[src/sv/lsq_pkg.sv]
// Shared constants, types and helper functions of the in-order load/store queue.
package lsq_pkg;

	// Queue geometry.
	localparam int QUEUE_DEPTH = 16;
	localparam int PTR_W       = (QUEUE_DEPTH > 1) ? $clog2(QUEUE_DEPTH) : 1;
	localparam int ENTRY_W     = 4;
	localparam int IDX_W       = (PTR_W > ENTRY_W) ? PTR_W : ENTRY_W;

	// Field widths.
	localparam int OP_W     = 2;
	localparam int ADDR_W   = 32;
	localparam int DATA_W   = 32;
	localparam int ROB_W    = 6;
	localparam int PHYS_W   = 6;
	localparam int COMMIT_W = 2;

	// Operation codes.
	localparam logic [OP_W-1:0] OP_PUSH   = 2'd0;
	localparam logic [OP_W-1:0] OP_UPDATE = 2'd1;
	localparam logic [OP_W-1:0] OP_ISSUE  = 2'd2;

	// Commit count that holds back a store at the head.
	localparam logic [COMMIT_W-1:0] COMMIT_BLOCK = 2'd2;

	typedef logic [PTR_W-1:0] ptr_t;

	// Address half of an entry, written by a push or an address update.
	typedef struct packed {
		logic              valid;
		logic [ADDR_W-1:0] addr;
	} addr_entry_t;

	// Remaining fields of an entry, written only by a push.
	typedef struct packed {
		logic                     store;
		logic [ROB_W-1:0]         rob;
		logic                     ready;
		logic signed [DATA_W-1:0] data;
		logic [PHYS_W-1:0]        dest;
	} info_entry_t;

	// Commands from the controller to the datapath.
	typedef struct packed {
		logic capture;
		logic execute;
	} lsq_cmd_t;

	// Next position of a circular pointer.
	function automatic ptr_t advance(input ptr_t p);
		ptr_t r;
		if (p == PTR_W'(QUEUE_DEPTH - 1)) begin
			r = '0;
		end else begin
			r = p + PTR_W'(1);
		end
		return r;
	endfunction

	// True when an external entry index names a real entry.
	function automatic logic index_in_range(input logic [ENTRY_W-1:0] i);
		return 32'(i) < 32'(QUEUE_DEPTH);
	endfunction

	// External entry index as a pointer.
	function automatic ptr_t index_to_ptr(input logic [ENTRY_W-1:0] i);
		logic [IDX_W-1:0] w;
		w = IDX_W'(i);
		return w[PTR_W-1:0];
	endfunction

	// Pointer as an external entry index (low bits only).
	function automatic logic [ENTRY_W-1:0] ptr_to_index(input ptr_t p);
		logic [IDX_W-1:0] w;
		w = IDX_W'(p);
		return w[ENTRY_W-1:0];
	endfunction

endpackage

[src/sv/lsq_ram.sv]
// Generic single-write, single-read RAM with a registered read port.
module lsq_ram #(
	parameter int WIDTH = 8,
	parameter int DEPTH = 16
) (
	input  logic                                        clk,
	input  logic                                        we,
	input  logic [((DEPTH > 1) ? $clog2(DEPTH) : 1)-1:0] waddr,
	input  logic [WIDTH-1:0]                            wdata,
	input  logic [((DEPTH > 1) ? $clog2(DEPTH) : 1)-1:0] raddr,
	output logic [WIDTH-1:0]                            rdata
);

	logic [WIDTH-1:0] mem_q [DEPTH];

	// Write port and registered read port.
	always_ff @(posedge clk) begin
		if (we) begin
			mem_q[waddr] <= wdata;
		end
		rdata <= mem_q[raddr];
	end

endmodule

[src/sv/lsq_ctrl.sv]
// Controller of the load/store queue: transaction handshake and sequencing.
module lsq_ctrl (
	input  logic              clk,
	input  logic              arst_n,
	input  logic              in_valid,
	output logic              in_ready,
	output logic              out_valid,
	input  logic              out_ready,
	output lsq_pkg::lsq_cmd_t cmd
);

	typedef enum logic {
		ST_IDLE,
		ST_EXEC
	} state_t;

	state_t state_q;
	logic   out_valid_q;

	// Take a new transaction only when idle and the result register is free or emptying.
	assign in_ready    = (state_q == ST_IDLE) && (!out_valid_q || out_ready);
	assign out_valid   = out_valid_q;
	assign cmd.capture = in_valid && in_ready;
	assign cmd.execute = (state_q == ST_EXEC);

	// State and result-valid flag.
	always_ff @(posedge clk or negedge arst_n) begin
		if (!arst_n) begin
			state_q     <= ST_IDLE;
			out_valid_q <= 1'b0;
		end else begin
			if (out_valid_q && out_ready) begin
				out_valid_q <= 1'b0;
			end
			case (state_q)
				ST_IDLE: begin
					if (in_valid && in_ready) begin
						state_q <= ST_EXEC;
					end
				end
				ST_EXEC: begin
					out_valid_q <= 1'b1;
					state_q     <= ST_IDLE;
				end
				default: begin
					state_q <= ST_IDLE;
				end
			endcase
		end
	end

endmodule

[src/sv/lsq_dp.sv]
// Datapath of the load/store queue: pointers, occupancy, entry storage and result register.
module lsq_dp (
	input  logic                                      clk,
	input  logic                                      arst_n,
	input  lsq_pkg::lsq_cmd_t                         cmd,
	input  logic [lsq_pkg::OP_W-1:0]                  opcode,
	input  logic [lsq_pkg::ENTRY_W-1:0]               entry_index,
	input  logic [lsq_pkg::ADDR_W-1:0]                address,
	input  logic                                      address_known,
	input  logic                                      is_store,
	input  logic [lsq_pkg::ROB_W-1:0]                 rob_tag,
	input  logic                                      data_ready,
	input  logic signed [lsq_pkg::DATA_W-1:0]         store_data,
	input  logic [lsq_pkg::PHYS_W-1:0]                dest_phys,
	input  logic                                      mem_stalled,
	input  logic                                      rob_head_store,
	input  logic [lsq_pkg::COMMIT_W-1:0]              commits_now,
	output logic                                      push_ok,
	output logic [lsq_pkg::ENTRY_W-1:0]               push_slot,
	output logic                                      tail_free,
	output logic                                      queue_empty,
	output logic                                      issued,
	output logic                                      issued_store,
	output logic [lsq_pkg::ADDR_W-1:0]                issued_address,
	output logic signed [lsq_pkg::DATA_W-1:0]         issued_data,
	output logic [lsq_pkg::ROB_W-1:0]                 issued_rob_tag,
	output logic [lsq_pkg::PHYS_W-1:0]                issued_dest
);

	// Captured transaction.
	logic [lsq_pkg::OP_W-1:0]          opcode_q;
	logic [lsq_pkg::ENTRY_W-1:0]       entry_index_q;
	logic [lsq_pkg::ADDR_W-1:0]        address_q;
	logic                              address_known_q;
	logic                              is_store_q;
	logic [lsq_pkg::ROB_W-1:0]         rob_tag_q;
	logic                              data_ready_q;
	logic signed [lsq_pkg::DATA_W-1:0] store_data_q;
	logic [lsq_pkg::PHYS_W-1:0]        dest_phys_q;
	logic                              mem_stalled_q;
	logic                              rob_head_store_q;
	logic [lsq_pkg::COMMIT_W-1:0]      commits_now_q;

	// Queue control state.
	lsq_pkg::ptr_t                    head_q;
	lsq_pkg::ptr_t                    tail_q;
	logic [lsq_pkg::QUEUE_DEPTH-1:0]  busy_q;

	// Next-state values.
	lsq_pkg::ptr_t                    head_next;
	lsq_pkg::ptr_t                    tail_next;
	logic [lsq_pkg::QUEUE_DEPTH-1:0]  busy_next;
	logic                             push_go;
	logic                             update_go;
	logic                             issue_go;

	// Entry storage ports.
	logic                  addr_we;
	lsq_pkg::ptr_t         addr_waddr;
	lsq_pkg::addr_entry_t  addr_wdata;
	lsq_pkg::addr_entry_t  addr_rdata;
	lsq_pkg::info_entry_t  info_wdata;
	lsq_pkg::info_entry_t  info_rdata;

	// Capture the transaction when the controller accepts it.
	always_ff @(posedge clk) begin
		if (cmd.capture) begin
			opcode_q         <= opcode;
			entry_index_q    <= entry_index;
			address_q        <= address;
			address_known_q  <= address_known;
			is_store_q       <= is_store;
			rob_tag_q        <= rob_tag;
			data_ready_q     <= data_ready;
			store_data_q     <= store_data;
			dest_phys_q      <= dest_phys;
			mem_stalled_q    <= mem_stalled;
			rob_head_store_q <= rob_head_store;
			commits_now_q    <= commits_now;
		end
	end

	// Decide what the operation does, using the head entry read on acceptance.
	always_comb begin
		push_go   = cmd.execute && (opcode_q == lsq_pkg::OP_PUSH) && !busy_q[tail_q];
		update_go = cmd.execute && (opcode_q == lsq_pkg::OP_UPDATE)
			&& lsq_pkg::index_in_range(entry_index_q);
		issue_go  = 1'b0;
		if (cmd.execute && (opcode_q == lsq_pkg::OP_ISSUE) && busy_q[head_q]
			&& addr_rdata.valid && !mem_stalled_q) begin
			if (info_rdata.store) begin
				issue_go = info_rdata.ready && (commits_now_q != lsq_pkg::COMMIT_BLOCK)
					&& rob_head_store_q;
			end else begin
				issue_go = 1'b1;
			end
		end

		busy_next = busy_q;
		head_next = head_q;
		tail_next = tail_q;
		if (push_go) begin
			busy_next[tail_q] = 1'b1;
			tail_next         = lsq_pkg::advance(tail_q);
		end
		if (issue_go) begin
			busy_next[head_q] = 1'b0;
			head_next         = lsq_pkg::advance(head_q);
		end
	end

	// Storage write selection: a push fills the tail, an update names its entry.
	always_comb begin
		addr_we          = push_go || update_go;
		addr_waddr       = push_go ? tail_q : lsq_pkg::index_to_ptr(entry_index_q);
		addr_wdata.valid = push_go ? address_known_q : 1'b1;
		addr_wdata.addr  = address_q;
		info_wdata.store = is_store_q;
		info_wdata.rob   = rob_tag_q;
		info_wdata.ready = data_ready_q;
		info_wdata.data  = store_data_q;
		info_wdata.dest  = dest_phys_q;
	end

	lsq_ram #(
		.WIDTH($bits(lsq_pkg::addr_entry_t)),
		.DEPTH(lsq_pkg::QUEUE_DEPTH)
	) u_addr_ram (
		.clk   (clk),
		.we    (addr_we),
		.waddr (addr_waddr),
		.wdata (addr_wdata),
		.raddr (head_q),
		.rdata (addr_rdata)
	);

	lsq_ram #(
		.WIDTH($bits(lsq_pkg::info_entry_t)),
		.DEPTH(lsq_pkg::QUEUE_DEPTH)
	) u_info_ram (
		.clk   (clk),
		.we    (push_go),
		.waddr (tail_q),
		.wdata (info_wdata),
		.raddr (head_q),
		.rdata (info_rdata)
	);

	// Pointers and occupancy bits.
	always_ff @(posedge clk or negedge arst_n) begin
		if (!arst_n) begin
			head_q <= '0;
			tail_q <= '0;
			busy_q <= '0;
		end else if (cmd.execute) begin
			head_q <= head_next;
			tail_q <= tail_next;
			busy_q <= busy_next;
		end
	end

	// Result register; fields that do not apply are zero.
	always_ff @(posedge clk) begin
		if (cmd.execute) begin
			push_ok        <= push_go;
			push_slot      <= push_go ? lsq_pkg::ptr_to_index(tail_q) : '0;
			tail_free      <= !busy_next[tail_next];
			queue_empty    <= ~|busy_next;
			issued         <= issue_go;
			issued_store   <= issue_go ? info_rdata.store : 1'b0;
			issued_address <= issue_go ? addr_rdata.addr : '0;
			issued_data    <= issue_go ? info_rdata.data : '0;
			issued_rob_tag <= issue_go ? info_rdata.rob : '0;
			issued_dest    <= issue_go ? info_rdata.dest : '0;
		end
	end

endmodule

[src/sv/in_order_load_store_queue.sv]
// An accepted transaction is captured while the head entry is read from the entry
// storage (a registered read); the queue update follows, and no new transaction is
// taken until it is done and the result register is free or being emptied.
// Reset (arst_n low, asynchronous) empties the queue, zeroes both pointers and
// drops any pending result; entry storage is not cleared.
module in_order_load_store_queue (
	input  logic                              clk,
	input  logic                              arst_n,
	input  logic                              in_valid,
	output logic                              in_ready,
	input  logic [lsq_pkg::OP_W-1:0]          opcode,
	input  logic [lsq_pkg::ENTRY_W-1:0]       entry_index,
	input  logic [lsq_pkg::ADDR_W-1:0]        address,
	input  logic                              address_known,
	input  logic                              is_store,
	input  logic [lsq_pkg::ROB_W-1:0]         rob_tag,
	input  logic                              data_ready,
	input  logic signed [lsq_pkg::DATA_W-1:0] store_data,
	input  logic [lsq_pkg::PHYS_W-1:0]        dest_phys,
	input  logic                              mem_stalled,
	input  logic                              rob_head_store,
	input  logic [lsq_pkg::COMMIT_W-1:0]      commits_now,
	output logic                              out_valid,
	input  logic                              out_ready,
	output logic                              push_ok,
	output logic [lsq_pkg::ENTRY_W-1:0]       push_slot,
	output logic                              tail_free,
	output logic                              queue_empty,
	output logic                              issued,
	output logic                              issued_store,
	output logic [lsq_pkg::ADDR_W-1:0]        issued_address,
	output logic signed [lsq_pkg::DATA_W-1:0] issued_data,
	output logic [lsq_pkg::ROB_W-1:0]         issued_rob_tag,
	output logic [lsq_pkg::PHYS_W-1:0]        issued_dest
);

	lsq_pkg::lsq_cmd_t cmd;

	// Handshake and sequencing.
	lsq_ctrl u_ctrl (
		.clk       (clk),
		.arst_n    (arst_n),
		.in_valid  (in_valid),
		.in_ready  (in_ready),
		.out_valid (out_valid),
		.out_ready (out_ready),
		.cmd       (cmd)
	);

	// Queue state and result formation.
	lsq_dp u_dp (
		.clk            (clk),
		.arst_n         (arst_n),
		.cmd            (cmd),
		.opcode         (opcode),
		.entry_index    (entry_index),
		.address        (address),
		.address_known  (address_known),
		.is_store       (is_store),
		.rob_tag        (rob_tag),
		.data_ready     (data_ready),
		.store_data     (store_data),
		.dest_phys      (dest_phys),
		.mem_stalled    (mem_stalled),
		.rob_head_store (rob_head_store),
		.commits_now    (commits_now),
		.push_ok        (push_ok),
		.push_slot      (push_slot),
		.tail_free      (tail_free),
		.queue_empty    (queue_empty),
		.issued         (issued),
		.issued_store   (issued_store),
		.issued_address (issued_address),
		.issued_data    (issued_data),
		.issued_rob_tag (issued_rob_tag),
		.issued_dest    (issued_dest)
	);

endmodule

[config.mk]
export PLATFORM = sky130hd
export DESIGN_NAME = in_order_load_store_queue
export DESIGN_NICKNAME = d
export VERILOG_FILES = /design/src/sv/lsq_pkg.sv /design/src/sv/lsq_ram.sv /design/src/sv/lsq_ctrl.sv /design/src/sv/lsq_dp.sv /design/src/sv/in_order_load_store_queue.sv
export SDC_FILE = /design/constraint.sdc
export NUM_CORES = 1
export LEC_CHECK = 0
export ABC_AREA = 1
export BUFFER_PORTS_ARGS = -buffer_cell sky130_fd_sc_hd__buf_4
export CORE_MARGIN = 2
export CORE_UTILIZATION = 31
export DETAILED_ROUTE_END_ITERATION = 6
export SLEW_MARGIN = 25
export SYNTH_ARGS = -nofsm -noshare
export SYNTH_HDL_FRONTEND = slang
export SYNTH_SLANG_ARGS = --single-unit
[constraint.sdc]
create_clock -name clk -period 16.5 [get_ports clk]
set_input_delay 2.475 -clock clk [delete_from_list [all_inputs] [get_ports clk]]
set_output_delay 2.475 -clock clk [all_outputs]
set_load 0.005 [all_outputs]
==> results.toml <==
[floorplanning]
start_util_pct = 31.2
die_h_um = 436
row_count = 158
boundaryPins = 180
fp.dieW_um = 436
die_area_um2 = 190000
coreArea_um2 = 185000

[cts]
post_cts_buffers = 0
cts_max_level = 4
ctsHoldBuffers = 0
cts_buffer_depth = 3
cts_tree = "done"
insertion_delay_ns = 0.78
cts.sinks = 1543
clock-root-buffer = "clkbuf_16"
numCtsBuffers = 156
clkSlewWorstSetupHoldPaths_ns = 0.06
post_cts_resized = 0

[synth]
yosysTopAreaCellShare_pct = 74.6
synthMostInstantiatedCell = "edfxtp_1"
synthTopCellsByArea = "edfxtp_1, o21ai_0, nor2_1, o22ai_1, nand2_1"
synth_area_um2 = 57900
ys_types = 35
syn_nets = 4391
syn_area_per_cell_um2 = 13.5
ys.flop_type = "edfxtp_1"
yosys.area.top_type = "edfxtp_1"
syn_inst = 4290
synth_warnings = 0
ys_top_cells_by_count = "edfxtp_1, nor2_1, o21ai_0, nand2_1, o22ai_1"
synth-edff-count = 1438
synth-seq-cells = 1543
ys_seq_area_share_pct = 78.5
synth-async-reset-ratio_pct = 1.69

[placed_design]
dp_hpwl_um = 70500
io_buffers = 179
dpl.cell_count = 6743
gp_congestion = 0.830

[detailed_routing]
ant_nets = 0
post_drt_via_cell_ratio = 4.93
wl_um = 150000
first_pass_iters = 7
wl_per_cell_um = 21.4
drcViolationCount = 0
drt_iter0_drc = 3630
vias = 34679

[timing]
clock_skew_ns = 0.0307
setup_viol = 0
maxSlewViolCount = 0
tns_ns = 0
clock.fmax_mhz = 186
worstMarginPinSlew_ns = 1.08
hold_viol = 0
rsz0062_at_grt = "false"
fin_crit_ns = 5.37
max-slew-margin-rel_pct = 27.7
period_share_pct = 32.6

[hold_path]
min_path_type = "flop to flop"
whs_path_depth = 2

[critical_path]
cp_cell_sequence = "buf_4 > inv_1 > a21oi_1 > buf_4"
start_kind = "input port"
path_class = "input port to output pin"
required_ns = 14.03
path_max_fanout = 2
cp.arrival_ns = 2.90
rr_worst_depth = 7
crit_slowest_cell = "a21oi_1"
end_kind = "output pin"
critPathMostFrequentCell = "buf_4"
slowest_delay_ns = 0.16

[grt]
grt_use_met1_pct = 19.7
grtUsageTotal_pct = 15.3
grtUsageMet2_pct = 26.3
grt_use_met3_pct = 2.60
antenna_found_initial = 5
grt-ovfl-total = 0
grt_pass1_vias = 33545
grt_max_degree = 234
top_usage_layer = "met2"
grt_pass1_wl_um = 219000

[cells_and_area]
fill_cells = 17780
drive_above_1_share_pct = 11.7
layout-area-overhead-vs-synth_pct = 16.0
fin_nets = 4522
final_cells = 7034

[power]
ir_drop_uv = 105
power.leakage_nw = 22.6
cellPowerDensity_nw_per_um2 = 139

[flow_run]
cap_violations = 0

[run_status]
outcome = "finished, final reports clean"
[per-stage QoR]
stage               worst slack (ns)  area [µm²]  total power, mW  hold slack [ns]  utilization (%)
floorplan                       9.45       57900             5.49            0.503                -
global placement               11.05       62000             5.87            0.513             33.4
detailed placement             11.12       62000             5.90            0.514             33.4
CTS                            11.11       67100             9.40            0.525             36.2
global route                   11.08       67100             9.72            0.534             36.2
finish                         11.13       67100             9.32            0.527             36.2
[routing by layer]
layer,up-vias,routed length [µm],share of wire (%)
li1,15908,-,-
met1,17442,62500,42
met2,1102,75600,50
met3,227,8470,5.6
met4,0,3720,2.5
met5,-,0,0
[final cells by class]
class	instances	area, µm²	share of cell area, %
Sequential cell	1543	45400	67.7
Multi-Input combinational cell	2330	11000	16.4
Clock buffer	226	4460	6.64
Tap cell	2480	3100	4.62
Timing Repair Buffer	237	1870	2.79
Clock inverter	61	644	0.960
Inverter	153	599	0.893
Antenna cell	4	10.0	0.0149
[final timing paths]
path	start	endpoint	slack [ns]
max in group asynchronous	arst_n	u_dp.head_q[0]	14.53
max reg2reg	u_dp.head_q[0]	u_dp.u_addr_ram.rdata[12]	12.30
min in group asynchronous	arst_n	u_ctrl.out_valid	1.62
min reg2reg	u_dp.u_info_ram.rdata[2]	u_dp.issued_dest[2]	0.53
max	out_ready	in_ready	11.13
min	u_dp.u_info_ram.rdata[2]	u_dp.issued_dest[2]	0.53
[kinds of logic after synthesis]
logic type | share of synthesized area [%]
XOR/XNOR | 0.0303
flip-flops | 78.5
adder cells (fa/ha/maj) | 0.173
AO/OA/AOI/OAI | 9.06
AND/OR/NAND/NOR | 9.44
buffers and inverters | 2.80
[critical path: cells and delay by family]
kind                   cells  cell delay [ns]
buffers and inverters      3             0.26
AO/OA/AOI/OAI              1             0.16
[sequential cells by signal, summed over array words and instances, names as in the netlist, 2 cells and up]
signal,flops
u_dp.dest_phys_q,6
u_dp.commits_now_q,2
u_dp.busy_q,16
u_dp.u_addr_ram.mem_q,528
u_dp.u_info_ram.mem_q,736
u_dp.rob_tag_q,6
u_dp.address_q,32
u_dp.opcode_q,2
u_dp.u_info_ram.rdata,46
u_dp.head_q,4
u_dp.issued_dest,6
u_dp.issued_rob_tag,6
u_dp.tail_q,4
u_dp.store_data_q,32
u_dp.entry_index_q,4
u_dp.issued_data,32
u_dp.issued_address,32
u_dp.push_slot,4
u_dp.u_addr_ram.rdata,33
[power breakdown]
part | leakage (nW) | switching [mW] | internal [mW] | total (mW)
registers | 14.0 | 0.146 | 4.45 | 4.60
clock network | 2.50 | 1.46 | 2.05 | 3.52
logic | 6.05 | 0.852 | 0.360 | 1.21
[cells in the final DEF, fill, tap and decap left out, types with 24 or more instances in the layout]
cell	Yosys	layout
clkbuf_1	232	49
dfxtp_1	79	79
o21ai_0	638	638
o22ai_1	316	316
nor2_4	3	26
nor2_1	751	728
nand2_1	422	422
buf_4	1	230
clkbuf_16	0	163
edfxtp_1	1438	1438
nand3_1	71	71
nand4_1	84	84
clkinv_2	0	24
inv_1	143	132
Note: power is estimated with default switching activity, not from simulation.
